File: config.mk
export PLATFORM = sky130hd
export DESIGN_NAME = ordered_list_deque_engine
export DESIGN_NICKNAME = d
export VERILOG_FILES = /design/src/rtl/core/oldq_pkg.sv /design/src/rtl/core/ordered_list_deque_engine.sv
export SDC_FILE = /design/constraint.sdc
export NUM_CORES = 1
export LEC_CHECK = 0
export BUFFER_PORTS_ARGS = -buffer_cell sky130_fd_sc_hd__buf_2
export CORE_MARGIN = 5
export CORE_UTILIZATION = 40
export DETAILED_ROUTE_END_ITERATION = 8
export GPL_TIMING_DRIVEN = 0
export PLACE_DENSITY = 0.56
export SLEW_MARGIN = 10
export SYNTH_ARGS = -nofsm -noshare
export SYNTH_HDL_FRONTEND = slang
export SYNTH_SLANG_ARGS = --single-unit
File: constraint.sdc
create_clock -name clock -period 15.7 [get_ports clock]
set_input_delay 3.925 -clock clock [delete_from_list [all_inputs] [get_ports clock]]
set_output_delay 3.925 -clock clock [all_outputs]
set_load 0.01 [all_outputs]
File: src/rtl/core/oldq_pkg.sv
// shared types, codes and defaults for the ordered list deque engine
package oldq_pkg;

   localparam int DEPTH_DEFAULT      = 16;
   localparam int DATA_WIDTH_DEFAULT = 32;

   // command codes
   localparam logic [2:0] CMD_PUSH_FRONT   = 3'd0;
   localparam logic [2:0] CMD_PUSH_BACK    = 3'd1;
   localparam logic [2:0] CMD_POP_FRONT    = 3'd2;
   localparam logic [2:0] CMD_POP_BACK     = 3'd3;
   localparam logic [2:0] CMD_REMOVE_VALUE = 3'd4;

   // status codes
   localparam logic [1:0] STAT_OK       = 2'd0;
   localparam logic [1:0] STAT_EMPTY    = 2'd1;
   localparam logic [1:0] STAT_NOTFOUND = 2'd2;
   localparam logic [1:0] STAT_FULL     = 2'd3;

   typedef struct packed {
      logic [2:0]         cmd;
      logic signed [31:0] data_value;
   } req_type;

   typedef struct packed {
      logic [1:0]         status;
      logic signed [31:0] removed_value;
      logic [4:0]         entry_count;
      logic               list_empty;
   } rsp_type;

endpackage

File: src/rtl/core/ordered_list_deque_engine.sv
// ordered list deque engine: ring-buffer deque with delete by value
//
// usage
//   req channel carries one command per transfer (cmd, data_value); rsp channel
//   returns exactly one result per command, in order (status, removed_value,
//   entry_count, list_empty). both channels use valid/stall handshakes.
// path from accept to the result register
//   inserts and rejected commands: done
//   remove front / remove back: read, done
//   remove by value: scan over the entries, shift if found, then done
// throughput
//   one command at a time; the next command is taken once the current one has
//   moved into the result register. the single read port of the entry memory
//   sets the pace: the value search reads one entry per cycle and the gap
//   close reads and writes back one entry per cycle
// reset
//   synchronous reset empties the list (head and count cleared) and drops any
//   pending result; memory contents are left as they are
// back pressure
//   a result waiting under rsp_stall holds; a new command is still accepted,
//   and its result waits in the done state until the output register frees
module ordered_list_deque_engine #(
   parameter int DEPTH      = oldq_pkg::DEPTH_DEFAULT,
   parameter int DATA_WIDTH = oldq_pkg::DATA_WIDTH_DEFAULT
) (
   input  logic             clock,
   input  logic             reset,
   input  logic             req_valid,
   output logic             req_stall,
   input  oldq_pkg::req_type req_data,
   output logic             rsp_valid,
   input  logic             rsp_stall,
   output oldq_pkg::rsp_type rsp_data
);

   localparam int AW = $clog2(DEPTH);      // ring index width
   localparam int CW = $clog2(DEPTH + 1);  // count width, holds DEPTH itself
   localparam int SW = AW + 1;             // head plus offset before wrap

   // sequencer states, one-hot
   typedef enum logic [4:0] {
      ST_IDLE  = 5'b00001,
      ST_READ  = 5'b00010,
      ST_SCAN  = 5'b00100,
      ST_SHIFT = 5'b01000,
      ST_DONE  = 5'b10000
   } state_type;

   // ring position of the entry at a given offset from the front
   function automatic logic [AW-1:0] ring_slot(input logic [AW-1:0] base,
                                               input logic [CW-1:0] off);
      logic [SW-1:0] s;
      s = SW'(base) + SW'(off);
      if (s >= SW'(DEPTH)) s = s - SW'(DEPTH);
      return s[AW-1:0];
   endfunction

   // sign extend a stored entry and keep the low 32 bits for the result
   function automatic logic [31:0] widen(input logic [DATA_WIDTH-1:0] v);
      logic [63:0] e;
      e = 64'($signed(v));
      return e[31:0];
   endfunction

   // entry memory, one write and one registered read per cycle
   logic [DATA_WIDTH-1:0] mem [DEPTH];
   logic                  mem_re;
   logic [AW-1:0]         mem_ra;
   logic                  mem_we;
   logic [AW-1:0]         mem_wa;
   logic [DATA_WIDTH-1:0] mem_wd;
   logic [DATA_WIDTH-1:0] mem_rd_ff;

   // control and working registers
   state_type             state_ff, state_in;
   logic [AW-1:0]         head_ff, head_in;
   logic [CW-1:0]         cnt_ff, cnt_in;
   logic [DATA_WIDTH-1:0] val_ff, val_in;
   logic [1:0]            st_ff, st_in;
   logic [31:0]           rem_ff, rem_in;
   logic [CW-1:0]         idx_ff, idx_in;      // next offset to read
   logic [CW-1:0]         idx_d_ff, idx_d_in;  // offset of the read now returning
   logic                  pipe_ff, pipe_in;    // a read is returning this cycle
   logic                  rsp_valid_ff, rsp_valid_in;
   oldq_pkg::rsp_type     rsp_ff, rsp_in;

   logic [DATA_WIDTH-1:0] req_val;
   logic [AW-1:0]         head_dec;
   logic                  list_full;
   logic                  list_none;

   // only the low DATA_WIDTH bits of the value take part
   assign req_val   = DATA_WIDTH'($unsigned(req_data.data_value));
   assign head_dec  = (head_ff == '0) ? AW'(DEPTH - 1) : head_ff - AW'(1);
   assign list_full = (cnt_ff == CW'(DEPTH));
   assign list_none = (cnt_ff == '0);

   assign req_stall = (state_ff != ST_IDLE);
   assign rsp_valid = rsp_valid_ff;
   assign rsp_data  = rsp_ff;

   always_comb begin
      state_in     = state_ff;
      head_in      = head_ff;
      cnt_in       = cnt_ff;
      val_in       = val_ff;
      st_in        = st_ff;
      rem_in       = rem_ff;
      idx_in       = idx_ff;
      idx_d_in     = idx_d_ff;
      pipe_in      = pipe_ff;
      rsp_valid_in = rsp_valid_ff;
      rsp_in       = rsp_ff;
      mem_re       = 1'b0;
      mem_ra       = '0;
      mem_we       = 1'b0;
      mem_wa       = '0;
      mem_wd       = req_val;

      // result taken downstream
      if (rsp_valid_ff && !rsp_stall) rsp_valid_in = 1'b0;

      unique case (state_ff)
         ST_IDLE: begin
            if (req_valid) begin
               val_in   = req_val;
               st_in    = oldq_pkg::STAT_OK;
               rem_in   = '0;
               state_in = ST_DONE;
               unique case (req_data.cmd)
                  oldq_pkg::CMD_PUSH_FRONT: begin
                     if (list_full) begin
                        st_in = oldq_pkg::STAT_FULL;
                     end else begin
                        head_in = head_dec;
                        mem_we  = 1'b1;
                        mem_wa  = head_dec;
                        cnt_in  = cnt_ff + CW'(1);
                     end
                  end
                  oldq_pkg::CMD_PUSH_BACK: begin
                     if (list_full) begin
                        st_in = oldq_pkg::STAT_FULL;
                     end else begin
                        mem_we = 1'b1;
                        mem_wa = ring_slot(head_ff, cnt_ff);
                        cnt_in = cnt_ff + CW'(1);
                     end
                  end
                  oldq_pkg::CMD_POP_FRONT: begin
                     if (list_none) begin
                        st_in = oldq_pkg::STAT_EMPTY;
                     end else begin
                        mem_re   = 1'b1;
                        mem_ra   = head_ff;
                        head_in  = ring_slot(head_ff, CW'(1));
                        cnt_in   = cnt_ff - CW'(1);
                        state_in = ST_READ;
                     end
                  end
                  oldq_pkg::CMD_POP_BACK: begin
                     if (list_none) begin
                        st_in = oldq_pkg::STAT_EMPTY;
                     end else begin
                        mem_re   = 1'b1;
                        mem_ra   = ring_slot(head_ff, cnt_ff - CW'(1));
                        cnt_in   = cnt_ff - CW'(1);
                        state_in = ST_READ;
                     end
                  end
                  oldq_pkg::CMD_REMOVE_VALUE: begin
                     if (list_none) begin
                        st_in = oldq_pkg::STAT_EMPTY;
                     end else begin
                        idx_in   = '0;
                        pipe_in  = 1'b0;
                        state_in = ST_SCAN;
                     end
                  end
                  default: ;  // unused codes answer ok and change nothing
               endcase
            end
         end

         ST_READ: begin
            rem_in   = widen(mem_rd_ff);
            state_in = ST_DONE;
         end

         ST_SCAN: begin
            // keep one read in flight while the previous one is compared
            if (idx_ff < cnt_ff) begin
               mem_re   = 1'b1;
               mem_ra   = ring_slot(head_ff, idx_ff);
               idx_in   = idx_ff + CW'(1);
               idx_d_in = idx_ff;
               pipe_in  = 1'b1;
            end else begin
               pipe_in = 1'b0;
            end
            if (pipe_ff) begin
               if (mem_rd_ff == val_ff) begin
                  // first match from the front: close the gap behind it
                  rem_in   = widen(mem_rd_ff);
                  idx_in   = idx_d_ff + CW'(1);
                  pipe_in  = 1'b0;
                  state_in = ST_SHIFT;
               end else if (idx_d_ff == cnt_ff - CW'(1)) begin
                  st_in    = oldq_pkg::STAT_NOTFOUND;
                  pipe_in  = 1'b0;
                  state_in = ST_DONE;
               end
            end
         end

         ST_SHIFT: begin
            // write back the entry read last cycle one place toward the front
            if (pipe_ff) begin
               mem_we = 1'b1;
               mem_wa = ring_slot(head_ff, idx_d_ff);
               mem_wd = mem_rd_ff;
            end
            if (idx_ff < cnt_ff) begin
               mem_re   = 1'b1;
               mem_ra   = ring_slot(head_ff, idx_ff);
               idx_d_in = idx_ff - CW'(1);
               idx_in   = idx_ff + CW'(1);
               pipe_in  = 1'b1;
            end else begin
               // tail follows since the count drops by one
               pipe_in  = 1'b0;
               cnt_in   = cnt_ff - CW'(1);
               state_in = ST_DONE;
            end
         end

         ST_DONE: begin
            if (!rsp_valid_ff || !rsp_stall) begin
               rsp_valid_in         = 1'b1;
               rsp_in.status        = st_ff;
               rsp_in.removed_value = rem_ff;
               rsp_in.entry_count   = 5'(cnt_ff);
               rsp_in.list_empty    = list_none;
               state_in             = ST_IDLE;
            end
         end

         default: state_in = ST_IDLE;
      endcase
   end

   always_ff @(posedge clock) begin
      if (reset) begin
         state_ff     <= ST_IDLE;
         head_ff      <= '0;
         cnt_ff       <= '0;
         pipe_ff      <= 1'b0;
         rsp_valid_ff <= 1'b0;
      end else begin
         state_ff     <= state_in;
         head_ff      <= head_in;
         cnt_ff       <= cnt_in;
         pipe_ff      <= pipe_in;
         rsp_valid_ff <= rsp_valid_in;
      end
   end

   // payload and working registers, no reset needed
   always_ff @(posedge clock) begin
      val_ff   <= val_in;
      st_ff    <= st_in;
      rem_ff   <= rem_in;
      idx_ff   <= idx_in;
      idx_d_ff <= idx_d_in;
      rsp_ff   <= rsp_in;
   end

   // entry memory
   always_ff @(posedge clock) begin
      if (mem_we) mem[mem_wa] <= mem_wd;
      if (mem_re) mem_rd_ff <= mem[mem_ra];
   end

endmodule

Word-level counts from Yosys, hierarchy flattened. Memories as Yosys holds them, arrays and structs flattened. A register that Yosys moved wholly into a read port is not among the register bits. Cells that the tools add are included.

Input port bits: 39. Bits in writable memories: 512. Output and inout bits: 42. Register bits after elaboration: 132. Logic and storage cells: 176. Memories: 1.

Memories: mem (depth 16, width 32, read ports 1, clocked after memory_dff 1, write ports 1, RTL line ordered_list_deque_engine.sv:66) `logic [DATA_WIDTH-1:0] mem [DEPTH];`.

Reductions and logical operators: 26. Multiplexer cells: 83. Equality and inequality tests: 30. Order comparisons: 6. Add/subtract/negate cells: 16.

Operators with widths (number): $mux W32 (5); $mux W5 (20); $pmux W32 S3 (1); $mux W4 (16); $pmux W4 S2 (5); $pmux W5 S2 (4); $eq A32 B32 Y1 (1); $ge A5 B5 Y1 const B (5); $pmux W5 S5 (1); $ne A2 B2 Y1 const B (12); $sub A4 B1 Y4 const B (6); $add A4 B5 Y5 (4); $mux W1 (20); $add A5 B1 Y5 const B (3); $pmux W5 S3 (1); $reduce_and A5 Y1 (3); $ne A3 B3 Y1 const B (4); $eq A5 B5 Y1 const B (2); $mux W2 (5); $sub A5 B1 Y5 const B (2); $pmux W2 S2 (2); $reduce_and A4 Y1 (2); $reduce_bool A2 Y1 (4); $eq A3 B2 Y1 const B (2); 25 further kinds (31).

Longest topological paths before layout.
Word-level depth: 8. Gate-level depth with buffers: 16. Mapped depth without buffers: 11.

Worst setup path before layout. Ideal clock, no wire load.

Path type: in2reg. Start: input req_valid. End: memory mem[1][0] (netlist bit) (enable). Setup time: 0.421 ns. Buffers on the path: 0. Required time: 15.279 ns. Setup slack: 8.033 ns. Cell stages on the path: 8. Arrival time: 7.246 ns. Cells stage by stage: nor3b_1 -> nand2_1 -> clkinv_1 -> and3_1 -> a22o_1 -> a21oi_1 -> nand2_1 -> nor2_1.

Longest elaborated chain between the ends: 4. Elaborated cells between the ends (all ways): 6. Classes of those cells: 6 x mux.

RTL lines: start, declared (RTL line ordered_list_deque_engine.sv:28) `input logic req_valid,`; $mux W1 (RTL line ordered_list_deque_engine.sv:125) `if (req_valid) begin`; $pmux W1 S2 (RTL line ordered_list_deque_engine.sv:123) `unique case (state_ff)`; $mux W1 (RTL line ordered_list_deque_engine.sv:280) `if (mem_we) mem[mem_wa] <= mem_wd;`; $mux W1 (implied by the code) (RTL line ordered_list_deque_engine.sv:280); end, declared (RTL line ordered_list_deque_engine.sv:66).

Several ways; a longest one is shown, not always the timed one.

Final worst setup path.
Start: input req_valid. End: register mem_rd_ff[10] (read register of mem), data pin.

Longest elaborated chain between the ends: 2. Elaborated cells between the ends (all ways): 4. Classes of those cells: 4 x mux.

RTL lines: $mux W4 / $mux W1 (equally long branches) (RTL line ordered_list_deque_engine.sv:125); $pmux W4 S2 / $pmux W1 S2 (equally long branches) (RTL line ordered_list_deque_engine.sv:123); end, declared (RTL line ordered_list_deque_engine.sv:72) `logic [DATA_WIDTH-1:0] mem_rd_ff;`.

Several ways; a longest one is shown, not always the timed one. A chain may end at the register's enable or synchronous reset.

==> run_results.csv <==
group,metric,value,unit
critical_path,crit_family,"buffers and inverters",
logic_synthesis,ys_warn_count,0,
route,drtPass1Iterations,5,
sta,worst_pin_slew,0.951,ns
route,wl_met3,6450,um
pwr,p_int,3.22,mW
pwr,power_switching,1.10,mW
pwr,combPwrFrac,0.129,
critical_path,critPathMaxFanout,41,
grt,grt_pass1_vias,17300,
critical_path,worstPathArrival,7.79,ns
run_status,status,"finished, final reports clean",
critical_path,criticalPathCategory,"in2reg",
cts,ctsResizeCount,0,
route,wl_met1,34200,um
pwr,p_per_area,132,mW/mm2
pwr,power_frac_seq,0.496,
sta,finalHoldViolCount,0,
cts,clk_latency,0.61,ns
grt,grt_pass1_wl,117000,um
sta,relSlewSlack,0.365,
logic_synthesis,yosys_most_used_dff,"edfxtp_1",
cts,root_buffer,"clkbuf_16",
sta,min_period,7.48,ns
placed_design,dp_cells,2948,
route,ant_nets,0,
sta,rsz0062_at_grt,"false",
cts,clock_path_buffers,3,
route,highest-signal-layer,"met4",
route,via_per_inst,5.75,
critical_path,cp-start-kind,"input pin",
logic_synthesis,syn_nets,1976,
grt,grt-ovfl-total,0,
critical_path,path_cells,"buf_2, nor3b_1, nand2_1, clkinv_2, nand3_2, clkbuf_1, clkbuf_1, a311oi_1, a22oi_1, o22ai_1, a221oi_1",
critical_path,path_buf_inv,4,
sta,period_share,0.476,
critical_path,crit_slowest_cell,"clkinv_2",
placed_design,portBuffers,78,
critical_path,cpPeakStageDelay,0.64,ns
critical_path,cp.required,16.01,ns
sta,fin_skew,0.0228,ns
cts,postCtsHoldBufs,0,
logic_synthesis,synth_top_area_share,0.701,
final_layout,area_growth,15.5,%
cts,cts_setup_buffers,0,
logic_synthesis,netlist_top_cells_count,"660 x edfxtp_1, 165 x a211oi_1, 153 x and3_1",
pwr,p_leak,11.0,nW
grt,antenna_found_initial,2,
logic_synthesis,synth_cells,1910,
route,drt_iter0_drc,1912,
sta,clock.fmax,134,MHz
grt,groute.usage.overall,0.209,
logic_synthesis,synth_area,0.0283,mm2
final_layout,nFillCells,6007,
final_layout,antenna_cells,0,
route,drcViolationCount,0,
placed_design,hpwl,57300,um
sta,finalSetupViolCount,0,
die,initial_core_util,0.404,
logic_synthesis,synth_edf_count,660,
pwr,power_switching_share,0.255,
run,maxCapViolCount,0,
route,routedWlPerCell,26.1,um
sta,slew_violations,0,
die,fp.dieH,276,um
logic_synthesis,synth.most_common_cell,"edfxtp_1",
logic_synthesis,ys_types,75,
route,wl,80300,um
final_layout,nets,2146,
route,dr_wl_met2,37600,um
pwr,finalPower,4.32,mW
logic_synthesis,syn_area_per_cell,14.8,um2
logic_synthesis,synthTopCellsByArea,"edfxtp_1 70%, a211oi_1 4.4%, and3_1 3.4%, a311oi_1 2.0%, nand2_1 2.0%",
die,die_area,0.0761,mm2
logic_synthesis,yosysTopAreaCell,"edfxtp_1",
critical_path,worstSetupEndpointType,"flip-flop",
sta,setup-tns-final,0,ns
cts,cts_tree,"yes",
cts,clock_sinks,676,
route,via_count,17700,
grt,grt_max_degree,42,
final_layout,final_cells,3072,
die,core,0.0700,mm2
critical_path,path_common_cell,"clkbuf_1",
min_path,min_path_type,"reg2reg",
logic_synthesis,ys_ff_latch,676,
placed_design,gp_congestion,0.861,
cts,cts.reportedPaths.clkPinSlew,0.06,ns
die,rows,97,
pwr,power_frac_clock,0.375,
cts,htreeDepth,3,
pwr,ir_worst_vdd,0.0713,mV
die,die_w,276,um
cts,cts_buffers,70,
logic_synthesis,synth-async-reset-ratio,0,
logic_synthesis,ys_seq_area_frac,0.713,
final_layout,drive_gt1_frac,0.161,
die,io_pins,81,
[cell families after synthesis]
kind of cell,count (synthesis),share of synthesized area
AOI/OAI and AO/OA,454,0.118
xor gates and xnor gates,71,0.0223
adders and majority gates,27,0.0130
buffers and inverters,152,0.0249
DFF,676,0.713
muxes,52,0.0199
and+or+nand+nor,478,0.0891
[flip-flops by register name (all words and copies together), names as in the netlist]
signal	cells
mem	512
idx_ff	5
head_ff	4
st_ff	2
pipe_ff	1
idx_d_ff	5
state_ff	5
val_ff	32
rsp_data	40
cnt_ff	5
rsp_valid	1
mem_rd_ff	32
rem_ff	32
[power by group through the flow]
| stage | combinational [mW] | clock, mW | sequential [mW] |
|---|---|---|---|
| CTS | 0.555 | 1.65 | 2.14 |
| detailed placement | 0.552 | 0 | 2.18 |
| global placement | 0.528 | 0 | 2.19 |
| finish | 0.556 | 1.62 | 2.14 |
| global route | 0.602 | 1.73 | 2.15 |
| floorplan | 0.339 | 0 | 2.18 |
[final cells by class]
class | count | area [um2] | area share
well taps | 940 | 1180 | 0.0360
multi-input cells | 1082 | 7570 | 0.232
repair buffers | 98 | 853 | 0.0261
clock buffers | 80 | 1820 | 0.0558
inverters | 17 | 65.1 | 0.00199
flip-flops and latches | 676 | 20100 | 0.617
plain buffers | 135 | 641 | 0.0196
clock inverters | 44 | 383 | 0.0117
[worst paths after layout]
kind	from	slack, ns	cells after the start	to
worst min-delay path	rem_ff[7]	0.41	0	rsp_data[13]
worst max register to register	cnt_ff[1]	11.13	12	mem_rd_ff[10]
worst min register to register	rem_ff[7]	0.41	0	rsp_data[13]
worst max-delay path	req_valid	8.22	11	mem_rd_ff[10]
[metrics by stage]
stage | utilization | cell area [um2] | setup WS (ns) | hold slack, ns
floorplan | - | 28300 | 8.03 | 0.400
global placement | 0.426 | 29800 | 5.35 | 0.402
detailed placement | 0.435 | 30400 | 7.74 | 0.405
CTS | 0.466 | 32600 | 8.38 | 0.407
global route | 0.466 | 32600 | 8.06 | 0.423
finish | 0.466 | 32600 | 8.22 | 0.408
[metal layers]
metal / vias to the layer above / GRT usage
li1: 7902 / -
met5: - / 0
met2: 786 / 0.336
met1: 8871 / 0.294
met4: 0 / 0.0607
met3: 114 / 0.0365
[placed cells by master (no fill, tap or decap), drive strengths merged, types with 8 or more instances in the layout]
cell	instances
o211a	8
and3	153
mux2i	18
inv	20
a21oi	42
clkinv	34
o21ai	73
buf	166
xnor2	23
mux2	34
nor4	13
edfxtp	660
xor2	48
clkbuf	147
nor3	9
dfxtp	16
o22ai	10
a32oi	12
a22oi	13
nor2	58
a211oi	165
o21a	8
nand2	153
ha	23
o31ai	11
nand3	21
and2	36
or4	13
a311oi	65
a21o	10
No activity file was read; power rests on OpenSTA's default activity.
